### src/rtl/ntc_pkg.sv
`timescale 1ns / 1ps

package ntc_pkg;

  // Converter resolution; full scale is the all-ones code.
  localparam int AdcBits   = 12;
  localparam int PBits     = $clog2(AdcBits);
  localparam int FracBits  = 16;
  localparam int LogSteps  = FracBits;
  localparam int LgW       = PBits + FracBits;
  localparam int CfgW      = 20;
  localparam int CalPBits  = $clog2(CfgW);
  localparam int CalLgW    = CalPBits + FracBits;
  localparam int KW        = CalLgW + 1;
  localparam int LW        = KW + 2;
  localparam int MantW     = 31;
  localparam int ProdW     = LW + 24;
  localparam int MagW      = ProdW - 1;
  localparam int SW        = ProdW + 1;
  localparam int QW        = 18;
  localparam int NumW      = 47;
  localparam int I0W       = 35;
  localparam int T0W       = 16;
  localparam int BetaW     = 14;
  localparam int NomTW     = 15;
  localparam int TempW     = 18;

  localparam logic [NumW-1:0] HundredQ40 = 47'd109951162777600;
  localparam logic [24:0]     Ln2Q24     = 25'd11629080;
  localparam int ZeroCK  = 27315;
  localparam int TempMin = -27315;
  localparam int TempMax = 100000;

  localparam logic [CfgW-1:0]  FixedRReset = 20'd10000;
  localparam logic [CfgW-1:0]  NomRReset   = 20'd11000;
  localparam logic [BetaW-1:0] BetaReset   = 14'd3950;
  localparam logic [NomTW-1:0] NomTReset   = 15'd2500;

  typedef enum logic [1:0] {
    RegFixedR = 2'd0,
    RegNomR   = 2'd1,
    RegBeta   = 2'd2,
    RegNomT   = 2'd3
  } ntc_reg_t;

  // Side information that travels with every pipeline beat.
  typedef struct packed {
    logic vld;
    logic ok;
    logic ch;
  } ntc_tag_t;

  // Values derived from the configuration registers.
  typedef struct packed {
    logic             busy;
    logic [KW-1:0]    k;
    logic [I0W-1:0]   i0;
    logic [BetaW-1:0] beta;
  } ntc_cal_t;

  function automatic logic [CalPBits-1:0] ntc_msb(input logic [CfgW-1:0] x);
    logic [CalPBits-1:0] p;
    p = '0;
    for (int i = 0; i < CfgW; i++) begin
      if (x[i]) p = CalPBits'(i);
    end
    return p;
  endfunction

  // Places the leading one of x at bit 30 (Q1.30 mantissa).
  function automatic logic [MantW-1:0] ntc_norm(input logic [CfgW-1:0] x,
                                                input logic [CalPBits-1:0] p);
    logic [MantW+CfgW-1:0] w;
    w = {{MantW{1'b0}}, x} << (CalPBits'(MantW - 1) - p);
    return w[MantW-1:0];
  endfunction

  // One squaring round: returns {fraction bit, next mantissa}.
  function automatic logic [MantW:0] ntc_sq(input logic [MantW-1:0] m);
    logic [2*MantW-1:0] pr;
    logic [MantW:0]     t;
    pr = m * m;
    t  = pr[2*MantW-1:MantW-1];
    if (t[MantW]) return {1'b1, t[MantW:1]};
    else return {1'b0, t[MantW-1:0]};
  endfunction

endpackage

### src/rtl/ntc_beta_div.sv
`timescale 1ns / 1ps

module ntc_beta_div (
  input  logic                           clk,
  input  logic                           rst_n,
  input  logic                           en,
  input  logic signed [ntc_pkg::LW-1:0]  l,
  input  ntc_pkg::ntc_tag_t              tag_in,
  input  logic [ntc_pkg::BetaW-1:0]      beta,
  output logic signed [ntc_pkg::ProdW-1:0] t1,
  output ntc_pkg::ntc_tag_t              tag
);

  localparam int N = ntc_pkg::MagW;

  ntc_pkg::ntc_tag_t                 ptag_r;
  logic signed [ntc_pkg::ProdW-1:0]  prod_r;
  ntc_pkg::ntc_tag_t                 tag_r [0:N];
  logic                              neg_r [0:N];
  logic [ntc_pkg::BetaW-1:0]         rem_r [0:N];
  logic [N-1:0]                      dq_r  [0:N];

  logic signed [ntc_pkg::ProdW-1:0]  prod;
  logic signed [ntc_pkg::ProdW-1:0]  mag;
  logic signed [ntc_pkg::ProdW-1:0]  qs;

  always_comb begin
    prod = ntc_pkg::ProdW'(l) * ntc_pkg::ProdW'($signed({1'b0, ntc_pkg::Ln2Q24}));
    mag  = prod_r[ntc_pkg::ProdW-1] ? -prod_r : prod_r;
  end

  always_ff @(posedge clk) begin
    if (!rst_n) begin
      ptag_r.vld   <= 1'b0;
      tag_r[0].vld <= 1'b0;
    end else if (en) begin
      ptag_r   <= tag_in;
      tag_r[0] <= ptag_r;
    end
  end

  always_ff @(posedge clk) begin
    if (en) begin
      prod_r   <= prod;
      neg_r[0] <= prod_r[ntc_pkg::ProdW-1];
      rem_r[0] <= '0;
      dq_r[0]  <= mag[N-1:0];
    end
  end

  for (genvar i = 1; i <= N; i++) begin : g_div
    logic [ntc_pkg::BetaW:0] t;
    logic                    ge;
    assign t  = {rem_r[i-1], dq_r[i-1][N-1]};
    assign ge = (t >= {1'b0, beta});

    always_ff @(posedge clk) begin
      if (!rst_n) tag_r[i].vld <= 1'b0;
      else if (en) tag_r[i] <= tag_r[i-1];
    end

    always_ff @(posedge clk) begin
      if (en) begin
        neg_r[i] <= neg_r[i-1];
        rem_r[i] <= ge ? ntc_pkg::BetaW'(t - {1'b0, beta}) : t[ntc_pkg::BetaW-1:0];
        dq_r[i]  <= {dq_r[i-1][N-2:0], ge};
      end
    end
  end

  // Quotient truncates toward zero, so the sign is applied to the magnitude.
  assign qs  = $signed({1'b0, dq_r[N]});
  assign t1  = neg_r[N] ? -qs : qs;
  assign tag = tag_r[N];

endmodule

### config.mk
export PLATFORM = sky130hd
export DESIGN_NAME = ntc_beta_div
export DESIGN_NICKNAME = d
export VERILOG_FILES = /design/src/rtl/ntc_pkg.sv /design/src/rtl/ntc_beta_div.sv
export SDC_FILE = /design/constraint.sdc
export NUM_CORES = 2
export LEC_CHECK = 0
export ABC_AREA = 1
export BUFFER_PORTS_ARGS = -buffer_cell sky130_fd_sc_hd__buf_4
export CAP_MARGIN = 20
export CORE_MARGIN = 2
export CORE_UTILIZATION = 64
export CTS_CLUSTER_SIZE = 30
export DETAILED_ROUTE_END_ITERATION = 8
export GPL_TIMING_DRIVEN = 0
export PLACE_DENSITY_LB_ADDON = 0.2
export SLEW_MARGIN = 20
export SYNTH_ARGS = -nofsm -noshare
export SYNTH_HDL_FRONTEND = slang
export SYNTH_SLANG_ARGS = --single-unit
### constraint.sdc
create_clock -name clk -period 7.5 [get_ports clk]
set_clock_uncertainty 0.05 [all_clocks]
set_input_delay 0.75 -clock clk [delete_from_list [all_inputs] [get_ports clk]]
set_output_delay 0.75 -clock clk [all_outputs]
set_load 0.02 [all_outputs]
==> impl_metrics.ini <==
[sta]
slew_headroom_pct = 34.4
grt_setup_unrepaired = no
finalMaxSlewViolations = 0
hold_viol = 0
period_needed_ns = 5.85
fin_crit_sh_pct = 78.1
setup_ws_ns = 1.65
fmax_ghz = 0.171
fin_hold_ws_ns = 0.0623
fin_tns_setup_ns = 0
tightest_slew_ns = 0.984
setup_viol = 0

[setup_path]
arrival_ns = 6.40
criticalPathCategory = in2reg
cp_data_required_time_ns = 8.04
reg2reg_slack_ns = 4.88
cp_max_fo = 6
crit_path_start_kind = input port
endpoint_kind = register

[synthesis]
synth_top_area_share_pct = 60.9
ys_seq_elements = 3002
synthFlopType = edfxtp_1
syn-cell-area_sq_um = 148000
yosys.area.top_type = edfxtp_1
synth_most_common_cell = edfxtp_1
synth_edf_count = 3000
synth.lib_cells_used.distinct = 49
yosysSeqAreaShare_pct = 60.9
synth.area.top_cells = edfxtp_1 61%, nand2_1 7.3%, ha_1 7.0%
ys_top_cells_by_count = 3,000 x edfxtp_1, 2,880 x nand2_1, 1,908 x inv_1
synthesis.nets = 14066
synth_cells = 12950
synthArstFlopShare_pct = 0
syn_area_per_cell_sq_um = 11.4
yosysWarnings = 0

[detailed_routing]
vias_per_cell = 5.64
drt-wirelength-per-cell_um = 19.8
ant_nets = 0
drc = 0
dr.pass1.iters = 6
vias = 93969
drt_wl_total_um = 329000
dr.first_iter.drc_count = 8025

[clock_tree]
cts_buffers = 317
clk_latency_ns = 0.96
post_cts.repair.setup_buffers = 0
cts.path.max_buffers = 4
cts.htree.levels = 5
cts_resized = 0
clk_pin_slew_ns = 0.06
cts_tree = yes
hold_buffers = 2
cts.sinks = 3002
cts_root_buf = clkbuf_16

[floorplan]
die_area_sq_um = 235000
initial_core_util_pct = 64.4
row_count = 176
fp.dieW_um = 485
core_area_sq_um = 230000
die_y_um = 485
io-pin-count = 95

[hold_path]
hp-class = in2reg

[finish]
register_area_sq_um = 90100
nets = 14516
syn_to_final_growth_pct = 10.6
finish.utilization_pct = 71.2
drive_gt1_share_pct = 7.81
fill_cells = 15730
multi_input_area_sq_um = 49600

[placed_design]
dp_slack_ns = 0.803
finalWeightedCongestion = 0.910
numPortBuffers = 94
dpl.hpwl_um = 224000

[global_routing]
antenna_found_initial = 5
grt_pass1_vias = 92847
grt_max_degree = 176
grtUsageTotal_pct = 27.9
grt.overflow.total = 0
grt_pass1_wl_um = 513000

[power_and_ir_drop]
p_per_area_nw_per_um2 = 441
power_uw = 72100
ir_drop_mv = 0.531
total_leakage_power_uw = 0.0694

[flow_run]
cap_viol_max_count = 0

[run_status]
status = completed
==> cell families after synthesis <==
kind of cell | share of synthesized area, %
AOI/OAI and AO/OA | 6.02
xor gates and xnor gates | 2.37
adders and majority gates | 10.3
buffers and inverters | 5.58
DFF | 60.9
and+or+nand+nor | 14.8
==> per-layer routing <==
layer / wire [um] / global-route usage [%] / vias to the layer above
met5: 0 / 0 / -
met4: 14600 / 11.5 / 0
met3: 17300 / 3.31 / 815
met2: 161000 / 47.3 / 3080
met1: 137000 / 36.9 / 44763
li1: - / - / 45311
==> worst paths after layout <==
kind	start	end	cells after the start
worst min-delay path	tag_in[2]	ptag_r[2]$_SDFFE_PN0P_	3
worst min register to register	dq_r[0][195]$_DFFE_PP_	dq_r[0][243]$_DFFE_PP_	0
worst max-delay path	l[15]	prod_r[38]$_DFFE_PP_	22
worst max register to register	rem_r[1][189]$_DFFE_PP_	rem_r[1][206]$_DFFE_PP_	8
==> area by class of cell <==
class                      count  share of cell area (%)
sequential                  3002                    55.1
multi-input combinational   7924                    30.3
clock buffer                 372                    5.05
inverter                    1912                    4.43
tap                         3026                    2.31
clock inverter               179                    1.13
timing repair buffer         131                    1.05
buffer                       112                   0.663
antenna                        4                 0.00612
==> power breakdown <==
| group | total (uW) | switching, uW | internal [uW] |
|---|---|---|---|
| Combinational | 31800 | 20700 | 11000 |
| Sequential | 25000 | 1760 | 23200 |
| Clock | 15400 | 6410 | 8970 |
==> worst max-delay path: stages <==
cell,delay [ns]
buf_4,0.16
ha_1,0.42
inv_1,0.09
fa_1,0.51
inv_1,0.05
fa_1,0.52
fa_1,0.46
fa_1,0.53
fa_1,0.57
inv_1,0.07
fa_1,0.50
inv_1,0.05
ha_1,0.39
nand2_1,0.11
nor2_1,0.32
nand2_1,0.12
nor2_1,0.10
nand2_1,0.06
nand3_1,0.25
nand2_1,0.11
nand3_1,0.08
nand2_1,0.13
==> placed cells by master, fill, tap and decap left out, drive strengths merged <==
cell type	n
diode	4
nor4	18
clkbuf	385
nand2b	1
a31oi	3
nand4	307
and2	44
o21bai	58
buf	228
edfxtp	3000
clkinvlp	15
o21ai	821
a21oi	587
nand3b	110
bufinv	31
a21boi	45
nand3	618
xnor2	75
o221ai	1
and3	1
dfxtp	2
nor2	783
fa	239
inv	1929
a21o	56
ha	833
o31ai	2
or2	35
xor2	325
nand2	2925
dlygate4sd3	2
nor3	37
clkinv	116
==> registers in the layout, indices dropped and copies added (netlist names) <==
signal,cells
rem_r,644
prod_r,45
dq_r,2118
tag_r,144
ptag_r,3
neg_r,48
==> metrics by stage <==
step / std cells / cell area [sq um]
after floorplan: 12950 / 148000
after global placement: 16070 / 152000
after detailed placement: 16105 / 153000
after CTS: 16658 / 164000
after global routing: 16661 / 164000
final: 16662 / 164000
No activity file was read; power rests on OpenSTA's default activity.
