==> src/rtl/ntc_pkg.sv <==
`timescale 1ns / 1ps

package ntc_pkg;

  // Converter resolution; full scale is the all-ones code.
  localparam int AdcBits   = 12;
  localparam int PBits     = $clog2(AdcBits);
  localparam int FracBits  = 16;
  localparam int LogSteps  = FracBits;
  localparam int LgW       = PBits + FracBits;
  localparam int CfgW      = 20;
  localparam int CalPBits  = $clog2(CfgW);
  localparam int CalLgW    = CalPBits + FracBits;
  localparam int KW        = CalLgW + 1;
  localparam int LW        = KW + 2;
  localparam int MantW     = 31;
  localparam int ProdW     = LW + 24;
  localparam int MagW      = ProdW - 1;
  localparam int SW        = ProdW + 1;
  localparam int QW        = 18;
  localparam int NumW      = 47;
  localparam int I0W       = 35;
  localparam int T0W       = 16;
  localparam int BetaW     = 14;
  localparam int NomTW     = 15;
  localparam int TempW     = 18;

  localparam logic [NumW-1:0] HundredQ40 = 47'd109951162777600;
  localparam logic [24:0]     Ln2Q24     = 25'd11629080;
  localparam int ZeroCK  = 27315;
  localparam int TempMin = -27315;
  localparam int TempMax = 100000;

  localparam logic [CfgW-1:0]  FixedRReset = 20'd10000;
  localparam logic [CfgW-1:0]  NomRReset   = 20'd11000;
  localparam logic [BetaW-1:0] BetaReset   = 14'd3950;
  localparam logic [NomTW-1:0] NomTReset   = 15'd2500;

  typedef enum logic [1:0] {
    RegFixedR = 2'd0,
    RegNomR   = 2'd1,
    RegBeta   = 2'd2,
    RegNomT   = 2'd3
  } ntc_reg_t;

  // Side information that travels with every pipeline beat.
  typedef struct packed {
    logic vld;
    logic ok;
    logic ch;
  } ntc_tag_t;

  // Values derived from the configuration registers.
  typedef struct packed {
    logic             busy;
    logic [KW-1:0]    k;
    logic [I0W-1:0]   i0;
    logic [BetaW-1:0] beta;
  } ntc_cal_t;

  function automatic logic [CalPBits-1:0] ntc_msb(input logic [CfgW-1:0] x);
    logic [CalPBits-1:0] p;
    p = '0;
    for (int i = 0; i < CfgW; i++) begin
      if (x[i]) p = CalPBits'(i);
    end
    return p;
  endfunction

  // Places the leading one of x at bit 30 (Q1.30 mantissa).
  function automatic logic [MantW-1:0] ntc_norm(input logic [CfgW-1:0] x,
                                                input logic [CalPBits-1:0] p);
    logic [MantW+CfgW-1:0] w;
    w = {{MantW{1'b0}}, x} << (CalPBits'(MantW - 1) - p);
    return w[MantW-1:0];
  endfunction

  // One squaring round: returns {fraction bit, next mantissa}.
  function automatic logic [MantW:0] ntc_sq(input logic [MantW-1:0] m);
    logic [2*MantW-1:0] pr;
    logic [MantW:0]     t;
    pr = m * m;
    t  = pr[2*MantW-1:MantW-1];
    if (t[MantW]) return {1'b1, t[MantW:1]};
    else return {1'b0, t[MantW-1:0]};
  endfunction

endpackage

==> src/rtl/ntc_temp_div.sv <==
`timescale 1ns / 1ps

module ntc_temp_div (
  input  logic                             clk,
  input  logic                             rst_n,
  input  logic                             en,
  input  logic signed [ntc_pkg::ProdW-1:0] t1,
  input  ntc_pkg::ntc_tag_t                tag_in,
  input  logic [ntc_pkg::I0W-1:0]          i0,
  output logic [ntc_pkg::QW-1:0]           q,
  output logic                             sat,
  output ntc_pkg::ntc_tag_t                tag
);

  localparam int N  = ntc_pkg::QW;
  localparam int DW = ntc_pkg::ProdW;

  ntc_pkg::ntc_tag_t               stag_r;
  logic signed [ntc_pkg::SW-1:0]   s_r;
  ntc_pkg::ntc_tag_t               tag_r [0:N];
  logic                            sat_r [0:N];
  logic [DW-1:0]                   d_r   [0:N];
  logic [DW-1:0]                   rem_r [0:N];
  logic [N-1:0]                    q_r   [0:N];

  logic          pos;
  logic [DW-1:0] d, num;
  logic          ovf;

  always_comb begin
    pos = !s_r[ntc_pkg::SW-1] && (s_r != '0);
    d   = s_r[DW-1:0];
    num = DW'(ntc_pkg::HundredQ40) + {1'b0, d[DW-1:1]};
    ovf = ({{N{1'b0}}, num} >= {d, {N{1'b0}}});
  end

  always_ff @(posedge clk) begin
    if (!rst_n) begin
      stag_r.vld   <= 1'b0;
      tag_r[0].vld <= 1'b0;
    end else if (en) begin
      stag_r   <= tag_in;
      tag_r[0] <= stag_r;
    end
  end

  always_ff @(posedge clk) begin
    if (en) begin
      s_r      <= ntc_pkg::SW'(t1) + ntc_pkg::SW'(i0);
      sat_r[0] <= !pos || ovf;
      d_r[0]   <= d;
      rem_r[0] <= num;
      q_r[0]   <= '0;
    end
  end

  for (genvar i = 1; i <= N; i++) begin : g_div
    logic [DW+N-2:0] dsh;
    logic            ge;
    assign dsh = (DW+N-1)'(d_r[i-1]) << (N - i);
    assign ge  = ((DW+N-1)'(rem_r[i-1]) >= dsh);

    always_ff @(posedge clk) begin
      if (!rst_n) tag_r[i].vld <= 1'b0;
      else if (en) tag_r[i] <= tag_r[i-1];
    end

    always_ff @(posedge clk) begin
      if (en) begin
        sat_r[i] <= sat_r[i-1];
        d_r[i]   <= d_r[i-1];
        rem_r[i] <= ge ? rem_r[i-1] - dsh[DW-1:0] : rem_r[i-1];
        q_r[i]   <= {q_r[i-1][N-2:0], ge};
      end
    end
  end

  assign q   = q_r[N];
  assign sat = sat_r[N];
  assign tag = tag_r[N];

endmodule

==> config.mk <==
export PLATFORM = sky130hd
export DESIGN_NAME = ntc_temp_div
export DESIGN_NICKNAME = d
export VERILOG_FILES = /design/src/rtl/ntc_pkg.sv /design/src/rtl/ntc_temp_div.sv
export SDC_FILE = /design/constraint.sdc
export NUM_CORES = 2
export LEC_CHECK = 0
export BUFFER_PORTS_ARGS = -buffer_cell sky130_fd_sc_hd__buf_2
export CAP_MARGIN = 20
export CORE_ASPECT_RATIO = 1.25
export CORE_MARGIN = 5
export CORE_UTILIZATION = 58
export DETAILED_ROUTE_END_ITERATION = 8
export HOLD_SLACK_MARGIN = 0.1
export PLACE_DENSITY_LB_ADDON = 0.3
export SLEW_MARGIN = 20
export SYNTH_ARGS = -nofsm -noshare
export SYNTH_HDL_FRONTEND = slang
export SYNTH_SLANG_ARGS = --single-unit
==> constraint.sdc <==
create_clock -name clk -period 3.8 [get_ports clk]
set_input_delay 0.57 -clock clk [delete_from_list [all_inputs] [get_ports clk]]
set_output_delay 0.57 -clock clk [all_outputs]
set_load 0.05 [all_outputs]
==> impl_metrics.py <==
metrics = {
    "cts": {
        "cts_buffers": 183,
        "htreeDepth": 4,
        "clk_latency_ns": 0.85,
        "cts_max_path_buffers": 3,
        "clk_pin_slew_worst_paths_ns": 0.07,
        "cts.sinks": 1832,
        "cts_tree": "yes",
        "cts_root_buf": "clkbuf_16",
    },
    "pwr": {
        "leakagePower_uw": 0.0509,
        "p_total_uw": 54200,
        "p_per_area_mw_per_mm2": 448,
        "ir_drop_mv": 0.485,
    },
    "min_path": {
        "min_path_cells": 2,
        "hold_class": "in -> reg",
    },
    "final_layout": {
        "area_growth_pct": 15.1,
        "nets": 11000,
        "final_util_pct": 67.1,
        "postLayoutCellArea_mm2": 0.121,
        "drive_gt1_share_pct": 16.2,
    },
    "placement": {
        "place_congestion": 0.984,
        "post_dp_cell_area_mm2": 0.114,
        "io_buffers": 110,
        "place_ws_ns": -0.368,
        "place_hpwl_um": 228000,
    },
    "routing": {
        "drc": 0,
        "drt_pass1_iterations": 8,
        "routed_via_density": 5.95,
        "wl_um": 290000,
        "dr_total_vias": 75600,
        "ant_nets": 0,
        "routedWlPerCell_um": 22.8,
        "drt_iter0_drc": 5460,
    },
    "status": {
        "status": "finished with violations",
        "violations": "negative setup slack",
    },
    "timing": {
        "setup_slack_ns": -0.0347,
        "finalClockSkew_ns": 0.0432,
        "finalCritPeriodShare_pct": 101,
        "rsz0062_at_grt": "true",
        "finalSetupViolations": 5,
        "hold_viol": 0,
        "drv_slew": 0,
        "min_period_ns": 3.83,
        "max_slew.worst_pin.slew_ns": 1.11,
        "clock.fmax_mhz": 261,
        "max_slew_margin_pct": 25.6,
    },
    "yosys": {
        "ys_ff_latch": 1832,
        "netlist.top_cell.by_area": "edfxtp_1",
        "async_reset_ff_share_pct": 0,
        "yosysMostFrequentCell": "edfxtp_1",
        "synthFlopType": "edfxtp_1",
        "yosysUniqueCellTypes": 115,
        "syn_nets": 10200,
        "synthTopCellsByArea": "edfxtp_1 52%, ha_1 9.3%, a21oi_1 3.5%, inv_1 3.2%, a21o_1 3.0%",
        "ys_warn_count": 0,
        "synth_edf_count": 1830,
        "synth_commonest_cells": "1830 x edfxtp_1, 904 x inv_1, 777 x ha_1",
        "synth.avg_cell_area_um2": 11.3,
        "synthCells": 9309,
        "netlist.area_leader.share_pct": 52.3,
        "netlist_area_mm2": 0.105,
        "ys_seq_area_share_pct": 52.4,
    },
    "floorplanning": {
        "die-area_mm2": 0.190,
        "die_w_um": 391,
        "core_mm2": 0.180,
        "die_h_um": 486,
        "start_util_pct": 58.3,
        "ios": 111,
        "row_count": 174,
    },
    "worst_setup_path": {
        "arrival_ns": 4.43,
        "startpoint_type": "register",
        "crit_required_ns": 4.39,
        "cp-end-kind": "register",
        "r2r_slack_ns": -0.03,
        "crit_chain": "inv_2 -> ha_4 -> inv_2 -> fa_2 -> a211oi_4 -> o211ai_2 -> a21oi_4 -> o211ai_1 -> a2111oi_2 -> buf_4 -> nor2_4 -> a311oi_2 -> buf_4 -> a21oi_2 -> xor2_1 -> mux2_4",
        "timing.critical_path.slowest_stage_cell": "a2111oi_2",
        "cp_slowest_stage_delay_ns": 0.45,
        "critical_path_class": "reg -> reg",
        "r2r_cells": 16,
        "crit_fanout": 2,
    },
    "global_routing": {
        "grt_pass1_vias": 76900,
        "grt_max_degree": 198,
        "grt_first_pass_wirelength_um": 437000,
        "grtUsageTotal_pct": 29.9,
        "antenna_found_initial": 6,
        "grt_overflow": 0,
    },
    "job": {
        "cap_violations": 0,
    },
}
-- per-layer routing --
metal | track usage, % | routed length [um] | vias up
met5 | 0 | 13 | -
met4 | 21.0 | 25500 | 2
met3 | 3.42 | 10600 | 822
met2 | 56.4 | 154000 | 2134
met1 | 30.6 | 99700 | 36500
li1 | - | - | 36200
-- critical path, delay by kind of cell (launching register included) --
kind            cells  cell delay [ns]
buf+inv             4             0.52
flops               1             0.41
fa+ha+maj           2             0.56
simple gates        1             0.05
mux                 1             0.26
compound gates      7             1.62
xor+xnor            1             0.15
-- placed cells by master (no fill, tap or decap), types with 109 or more instances in the layout --
cell type,instances
a21o_1,421
a21oi_1,703
buf_2,109
buf_4,723
clkbuf_16,188
edfxtp_1,1830
ha_1,772
inv_1,899
mux2_2,264
nand2_1,682
nand3_1,135
nand4_1,166
nor2_1,448
o21ai_0,576
xnor2_1,360
xor2_1,264
-- power breakdown --
group          internal (uW)  switching, uW  total (uW)
Clock                  10200           8160       18400
Combinational           4730           6210       10900
Sequential             23800           1040       24900
Total                  38800          15400       54200
-- timing repair --
action | CTS | global route
resized for setup | 47 | 90
hold buffers | 20 | 0
hold endpoints to repair | 19 | 0
cloned | 0 | 7
endpoints found under the setup margin | 212 | 429
pin swaps | 25 | 51
buffers inserted | 13 | 20
-- flip-flops by register name, summed over array words and instances (netlist names) --
name,cells
rem_r,669
q_r,171
sat_r,19
d_r,864
stag_r,3
tag_r,57
s_r,49
-- path summary, 6_finish.rpt --
path                        start                      end
min                         rst_n   stag_r[2]$_SDFFE_PN0P_
max          d_r[16][2]$_DFFE_PP_  rem_r[17][43]$_DFFE_PP_
min reg2reg   sat_r[10]$_DFFE_PP_      sat_r[11]$_DFFE_PP_
max reg2reg  d_r[16][2]$_DFFE_PP_  rem_r[17][43]$_DFFE_PP_
-- cells by family after synthesis --
family	Yosys count	share of synthesized area [%]
multiplexers	335	3.67
XOR/XNOR	625	5.21
AND/OR/NAND/NOR	2078	9.66
AO/OA/AOI/OAI	2500	15.2
flip-flops	1832	52.4
adder cells (fa/ha/maj)	795	9.60
buffers and inverters	1144	4.32
-- cell type report --
| cell class | instances | area, um^2 |
|---|---|---|
| fill | 13500 | 59100 |
| sequential | 1832 | 55000 |
| multi-input combinational | 6333 | 46100 |
| timing repair buffer | 909 | 7240 |
| clock buffer | 210 | 4700 |
| inverter | 905 | 3400 |
| tap | 2376 | 2970 |
| clock inverter | 134 | 1450 |
| antenna | 5 | 12.5 |
-- per-stage QoR --
step           hold slack, ns  setup TNS (ns)  instances
2_1_floorplan           0.400               0       9309
3_3_place_gp            0.400          -33.45      12300
3_5_place_dp            0.405          -23.94      12300
4_1_cts                 0.102          -0.524      12700
5_1_grt                 0.132           -4.54      12700
6_report                0.166         -0.0689      12700
Note: power is estimated with default switching activity, not from simulation.
