### src/rtl/ntc_pkg.sv
`timescale 1ns / 1ps

package ntc_pkg;

  // Converter resolution; full scale is the all-ones code.
  localparam int AdcBits   = 12;
  localparam int PBits     = $clog2(AdcBits);
  localparam int FracBits  = 16;
  localparam int LogSteps  = FracBits;
  localparam int LgW       = PBits + FracBits;
  localparam int CfgW      = 20;
  localparam int CalPBits  = $clog2(CfgW);
  localparam int CalLgW    = CalPBits + FracBits;
  localparam int KW        = CalLgW + 1;
  localparam int LW        = KW + 2;
  localparam int MantW     = 31;
  localparam int ProdW     = LW + 24;
  localparam int MagW      = ProdW - 1;
  localparam int SW        = ProdW + 1;
  localparam int QW        = 18;
  localparam int NumW      = 47;
  localparam int I0W       = 35;
  localparam int T0W       = 16;
  localparam int BetaW     = 14;
  localparam int NomTW     = 15;
  localparam int TempW     = 18;

  localparam logic [NumW-1:0] HundredQ40 = 47'd109951162777600;
  localparam logic [24:0]     Ln2Q24     = 25'd11629080;
  localparam int ZeroCK  = 27315;
  localparam int TempMin = -27315;
  localparam int TempMax = 100000;

  localparam logic [CfgW-1:0]  FixedRReset = 20'd10000;
  localparam logic [CfgW-1:0]  NomRReset   = 20'd11000;
  localparam logic [BetaW-1:0] BetaReset   = 14'd3950;
  localparam logic [NomTW-1:0] NomTReset   = 15'd2500;

  typedef enum logic [1:0] {
    RegFixedR = 2'd0,
    RegNomR   = 2'd1,
    RegBeta   = 2'd2,
    RegNomT   = 2'd3
  } ntc_reg_t;

  // Side information that travels with every pipeline beat.
  typedef struct packed {
    logic vld;
    logic ok;
    logic ch;
  } ntc_tag_t;

  // Values derived from the configuration registers.
  typedef struct packed {
    logic             busy;
    logic [KW-1:0]    k;
    logic [I0W-1:0]   i0;
    logic [BetaW-1:0] beta;
  } ntc_cal_t;

  function automatic logic [CalPBits-1:0] ntc_msb(input logic [CfgW-1:0] x);
    logic [CalPBits-1:0] p;
    p = '0;
    for (int i = 0; i < CfgW; i++) begin
      if (x[i]) p = CalPBits'(i);
    end
    return p;
  endfunction

  // Places the leading one of x at bit 30 (Q1.30 mantissa).
  function automatic logic [MantW-1:0] ntc_norm(input logic [CfgW-1:0] x,
                                                input logic [CalPBits-1:0] p);
    logic [MantW+CfgW-1:0] w;
    w = {{MantW{1'b0}}, x} << (CalPBits'(MantW - 1) - p);
    return w[MantW-1:0];
  endfunction

  // One squaring round: returns {fraction bit, next mantissa}.
  function automatic logic [MantW:0] ntc_sq(input logic [MantW-1:0] m);
    logic [2*MantW-1:0] pr;
    logic [MantW:0]     t;
    pr = m * m;
    t  = pr[2*MantW-1:MantW-1];
    if (t[MantW]) return {1'b1, t[MantW:1]};
    else return {1'b0, t[MantW-1:0]};
  endfunction

endpackage

### src/rtl/ntc_cal.sv
`timescale 1ns / 1ps

module ntc_cal (
  input  logic                      clk,
  input  logic                      rst_n,
  input  logic                      cfg_valid,
  output logic                      cfg_ready,
  input  logic [1:0]                cfg_index,
  input  logic [ntc_pkg::CfgW-1:0]  cfg_data,
  output ntc_pkg::ntc_cal_t         cal
);

  typedef enum logic [2:0] {C_LOAD, C_SQ, C_DPREP, C_DIV, C_IDLE} cstate_t;

  cstate_t                          state_r;
  logic                             sel_r;
  logic [5:0]                       cnt_r;
  logic [ntc_pkg::CfgW-1:0]         fixed_r, nomr_r;
  logic [ntc_pkg::BetaW-1:0]        beta_r;
  logic [ntc_pkg::NomTW-1:0]        nomt_r;
  logic [ntc_pkg::MantW-1:0]        m_r;
  logic [ntc_pkg::CalPBits-1:0]     p_r;
  logic [ntc_pkg::FracBits-1:0]     frac_r;
  logic [ntc_pkg::CalLgW-1:0]       lgrf_r;
  logic [ntc_pkg::KW-1:0]           k_r;
  logic [ntc_pkg::T0W-1:0]          t0_r;
  logic [ntc_pkg::NumW-1:0]         num_r;
  logic [ntc_pkg::T0W-1:0]          rem_r;
  logic [ntc_pkg::I0W-1:0]          q_r, i0_r;

  logic [ntc_pkg::CfgW-1:0]         x;
  logic [ntc_pkg::CalPBits-1:0]     xp;
  logic [ntc_pkg::MantW:0]          sq;
  logic [ntc_pkg::FracBits-1:0]     frac_nxt;
  logic [ntc_pkg::CalLgW-1:0]       lg_nxt;
  logic signed [ntc_pkg::T0W:0]     t0s;
  logic [ntc_pkg::T0W:0]            dt;
  logic                             qb;

  always_comb begin
    x = sel_r ? nomr_r : fixed_r;
    if (x == '0) x = ntc_pkg::CfgW'(1);
    xp       = ntc_pkg::ntc_msb(x);
    sq       = ntc_pkg::ntc_sq(m_r);
    frac_nxt = {frac_r[ntc_pkg::FracBits-2:0], sq[ntc_pkg::MantW]};
    lg_nxt   = {p_r, frac_nxt};
    t0s      = (ntc_pkg::T0W+1)'($signed(nomt_r)) + (ntc_pkg::T0W+1)'(ntc_pkg::ZeroCK);
    dt       = {rem_r, num_r[ntc_pkg::NumW-1]};
    qb       = (dt >= {1'b0, t0_r});
  end

  always_ff @(posedge clk) begin
    if (!rst_n) begin
      state_r <= C_LOAD;
      sel_r   <= 1'b0;
      cnt_r   <= '0;
      fixed_r <= ntc_pkg::FixedRReset;
      nomr_r  <= ntc_pkg::NomRReset;
      beta_r  <= ntc_pkg::BetaReset;
      nomt_r  <= ntc_pkg::NomTReset;
    end else if (cfg_valid && cfg_ready) begin
      unique case (ntc_pkg::ntc_reg_t'(cfg_index))
        ntc_pkg::RegFixedR: fixed_r <= cfg_data;
        ntc_pkg::RegNomR:   nomr_r  <= cfg_data;
        ntc_pkg::RegBeta:   beta_r  <= cfg_data[ntc_pkg::BetaW-1:0];
        ntc_pkg::RegNomT:   nomt_r  <= cfg_data[ntc_pkg::NomTW-1:0];
      endcase
      state_r <= C_LOAD;
      sel_r   <= 1'b0;
    end else begin
      unique case (state_r)
        C_LOAD: begin
          p_r     <= xp;
          m_r     <= ntc_pkg::ntc_norm(x, xp);
          frac_r  <= '0;
          cnt_r   <= '0;
          state_r <= C_SQ;
        end
        C_SQ: begin
          m_r    <= sq[ntc_pkg::MantW-1:0];
          frac_r <= frac_nxt;
          cnt_r  <= cnt_r + 6'd1;
          if (cnt_r == 6'(ntc_pkg::LogSteps - 1)) begin
            if (!sel_r) begin
              lgrf_r  <= lg_nxt;
              sel_r   <= 1'b1;
              state_r <= C_LOAD;
            end else begin
              k_r     <= {1'b0, lgrf_r} - {1'b0, lg_nxt};
              state_r <= C_DPREP;
            end
          end
        end
        C_DPREP: begin
          t0_r    <= t0s[ntc_pkg::T0W-1:0];
          num_r   <= ntc_pkg::HundredQ40 + ntc_pkg::NumW'(t0s[ntc_pkg::T0W-1:1]);
          rem_r   <= '0;
          q_r     <= '0;
          cnt_r   <= '0;
          state_r <= C_DIV;
        end
        C_DIV: begin
          rem_r <= qb ? ntc_pkg::T0W'(dt - {1'b0, t0_r}) : dt[ntc_pkg::T0W-1:0];
          num_r <= {num_r[ntc_pkg::NumW-2:0], 1'b0};
          q_r   <= {q_r[ntc_pkg::I0W-2:0], qb};
          cnt_r <= cnt_r + 6'd1;
          if (cnt_r == 6'(ntc_pkg::NumW - 1)) begin
            i0_r    <= {q_r[ntc_pkg::I0W-2:0], qb};
            state_r <= C_IDLE;
          end
        end
        C_IDLE: state_r <= C_IDLE;
        default: state_r <= C_LOAD;
      endcase
    end
  end

  assign cfg_ready = (state_r == C_IDLE);
  assign cal.busy  = (state_r != C_IDLE);
  assign cal.k     = k_r;
  assign cal.i0    = i0_r;
  assign cal.beta  = (beta_r == '0) ? ntc_pkg::BetaW'(1) : beta_r;

endmodule

### config.mk
export PLATFORM = sky130hd
export DESIGN_NAME = ntc_cal
export DESIGN_NICKNAME = d
export VERILOG_FILES = /design/src/rtl/ntc_pkg.sv /design/src/rtl/ntc_cal.sv
export SDC_FILE = /design/constraint.sdc
export NUM_CORES = 2
export LEC_CHECK = 0
export ABC_AREA = 1
export BUFFER_PORTS_ARGS = -buffer_cell sky130_fd_sc_hd__buf_2
export CAP_MARGIN = 15
export CORE_UTILIZATION = 34
export DETAILED_ROUTE_END_ITERATION = 7
export SETUP_SLACK_MARGIN = 0.02
export SLEW_MARGIN = 25
export SYNTH_ARGS = -nofsm -noshare
export SYNTH_HDL_FRONTEND = slang
export SYNTH_SLANG_ARGS = --single-unit
### constraint.sdc
create_clock -name clk -period 22.6 [get_ports clk]
set_input_delay 4.52 -clock clk [delete_from_list [all_inputs] [get_ports clk]]
set_output_delay 4.52 -clock clk [all_outputs]
set_load 0.1 [all_outputs]
==> reports/qor.yml <==
cts:
  cts_resized: 0
  htree_levels: 2
  clock_sinks: 321
  cts-root-buf: "clkbuf_16"
  post_cts_buffers: 0
  ctsHoldBuffers: 0
  clk_pin_slew_ps: 60
  clk_path_buf_depth: 3
  cts_buffers: 36
  clk_latency_ps: 570
  cts_tree: "built"
sta:
  rsz0062_at_grt: "false"
  final-max-slew-violation-count: 0
  slew_headroom_pct: 29.3
  hold_viol: 0
  tightest_slew_ps: 1050
  min_period_over_period_pct: 46.8
  fmax_ghz: 0.0946
  skew_ps: 30.1
  setup_viol: 0
  tns_ps: 0
  period_minus_slack_ps: 10570
critical_path:
  crit_arrival_ps: 10860
  cp-start-kind: "flop"
  r2r_setup_slack_ps: 12030
  cp_slowest_cell: "fa_1"
  cp-end-kind: "flop"
  crit_path_max_incr_delay_ps: 550
  critPathLaunch: "m_r[9]$_DFFE_PP_"
  reg2regPathDepth: 42
  cp_common_cell: "fa_1"
  cp-endpoint: "k_r[20]$_DFFE_PP_"
  worstSetupPathType: "reg2reg"
  critPathRequiredTime_ps: 22890
  worstReg2RegStart: "m_r[9]$_DFFE_PP_"
  cp_max_fo: 32
  worst_r2r_endpoint: "k_r[20]$_DFFE_PP_"
drt:
  via_per_inst: 4.70
  via_count: 30793
  antenna_left: 0
  drc: 3
  wirelength_mm: 110
  routedWlPerCell_microns: 16.8
  first_iter_violations: 2152
  drt_pass1_iterations: 8
floorplan:
  start_util_pct: 34.4
  chipWidth_microns: 356
  core_sq_mm: 0.124
  num_rows: 129
  ios: 98
  die_h_microns: 356
  die-area_sq_mm: 0.127
finish:
  area_growth_pct: 7.80
  finish.utilization_pct: 37.1
  nNetsFinal: 5973
  drive_gt1_share_pct: 5.33
  fin_area_sq_mm: 0.0460
  instances_no_fill: 6557
  diodes: 0
placed_design:
  portBuffers: 97
  dp.cells: 6491
  dp_hpwl_mm: 85.3
  routabilityCongestion: 0.924
  dpl-instance-area_sq_mm: 0.0449
global_routing:
  grt_max_degree: 79
  grt_pass1_wl_mm: 178
  grt_pass1_vias: 32372
  overflow: 0
  antenna_found_initial: 5
  grt_usage_pct: 17.8
synthesis:
  yosysWarnings: 0
  synth_edf_count: 242
  yosysTopAreaCell: "fa_1"
  synthArstFlopShare_pct: 0
  synth_flop_cell: "edfxtp_1"
  avgSynthCellArea_sq_um: 8.75
  ys_seq_area_share_pct: 20.7
  ys_types: 60
  yosys.cell_count.top_type: "inv_1"
  synth_top_area_share_pct: 35.3
  ys_ff_latch: 321
  postSynthCellCount: 4881
  syn_nets: 5962
  syn_area_sq_mm: 0.0427
  synth_top_cells_by_count: "inv_1 (1349), nand2_1 (932), fa_1 (753)"
  ys_top_cells_by_area: "fa_1 (35%), edfxtp_1 (17%), inv_1 (12%), ha_1 (8.9%), nand2_1 (8.2%)"
job:
  cap_violations: 0
outcome:
  status: "complete, but fails checks"
  violations: "DRC"
worst_hold_path:
  hold_path_class: "reg2reg"
worst max-delay path, delay by kind of cell, from the launching register on:
family,cells,cell delay (ps)
adder cells (fa/ha/maj),11,5150
AO/OA/AOI/OAI,14,2570
buffers and inverters,9,1380
AND/OR/NAND/NOR,6,610
flip-flops,1,320
XOR/XNOR,2,220
cells by family after synthesis:
kind of cell             count (synthesis)  share of synthesized area, %
adder cells (fa/ha/maj)               1056                          44.2
buffers and inverters                 1531                          13.7
AO/OA/AOI/OAI                          388                          5.18
XOR/XNOR                                92                          1.93
flip-flops                             321                          20.7
AND/OR/NAND/NOR                       1493                          14.3
flip-flops by register name, indices dropped and copies added, names as in the netlist, 15 cells and up:
name and cells:
m_r 31, fixed_r 20, nomt_r 15, num_r 47, rem_r 16, q_r 34
lgrf_r 21, t0_r 16, nomr_r 20, i0_r 35, k_r 22, frac_r 15
metrics by stage:
stage	hold WS [ps]	worst slack, ps
finish	446	12030
global route	456	11390
global placement	405	12060
CTS	445	12070
detailed placement	432	12130
floorplan	400	10760
worst min-delay path by stage:
| stage | cells after the start | from | slack [ps] | to |
|---|---|---|---|---|
| CTS | 0 | q_r[12]$_SDFFCE_PN0P_ | 450 | i0_r[13]$_DFFE_PP_ |
| global placement | 0 | q_r[33]$_SDFFCE_PN0P_ | 400 | i0_r[34]$_DFFE_PP_ |
| detailed placement | 0 | q_r[0]$_SDFFCE_PN0P_ | 430 | i0_r[1]$_DFFE_PP_ |
| floorplan | 0 | q_r[33]$_SDFFCE_PN0P_ | 400 | i0_r[34]$_DFFE_PP_ |
| finish | 0 | frac_r[7]$_SDFFCE_PN0P_ | 450 | lgrf_r[8]$_DFFE_PP_ |
| global route | 0 | p_r[0]$_DFFE_PP_ | 460 | lgrf_r[16]$_DFFE_PP_ |
cells in the final DEF (no fill, tap or decap), types with 8 or more instances in the layout:
cell       count
edfxtp_1     242
ha_1         303
nand3_1      184
nor4_1        10
fa_1         753
buf_2         97
a21oi_1      158
clkinv_2       9
clkbuf_16     36
o211ai_1      23
dfxtp_1       79
a31oi_1       19
or2_1         13
nand4_1       12
xnor2_1       35
o21bai_1       9
xor2_1        56
o21a_1         9
o21ai_0      119
clkbuf_1       8
inv_1       1348
buf_4         47
o21ai_1       12
nor2_1       273
nand2_1      932
or2_2         13
nor3_1        17
area by class of cell:
cell class	count	area, sq um
multi-input combinational	3029	28000
sequential	321	8850
tap	1637	2050
fill	12623	78100
clock inverter	20	170
inverter	1359	5100
timing repair buffer	145	850
clock buffer	46	958
per-layer routing:
layer / track usage (%) / wire (microns)
met5: 0 / 18
met1: 24.8 / 49500
met2: 30.0 / 52600
met4: 3.65 / 2170
met3: 1.76 / 5590
Power is not shown: default switching activity piles up to over one toggle a cycle in this logic, so the estimate is an artifact.
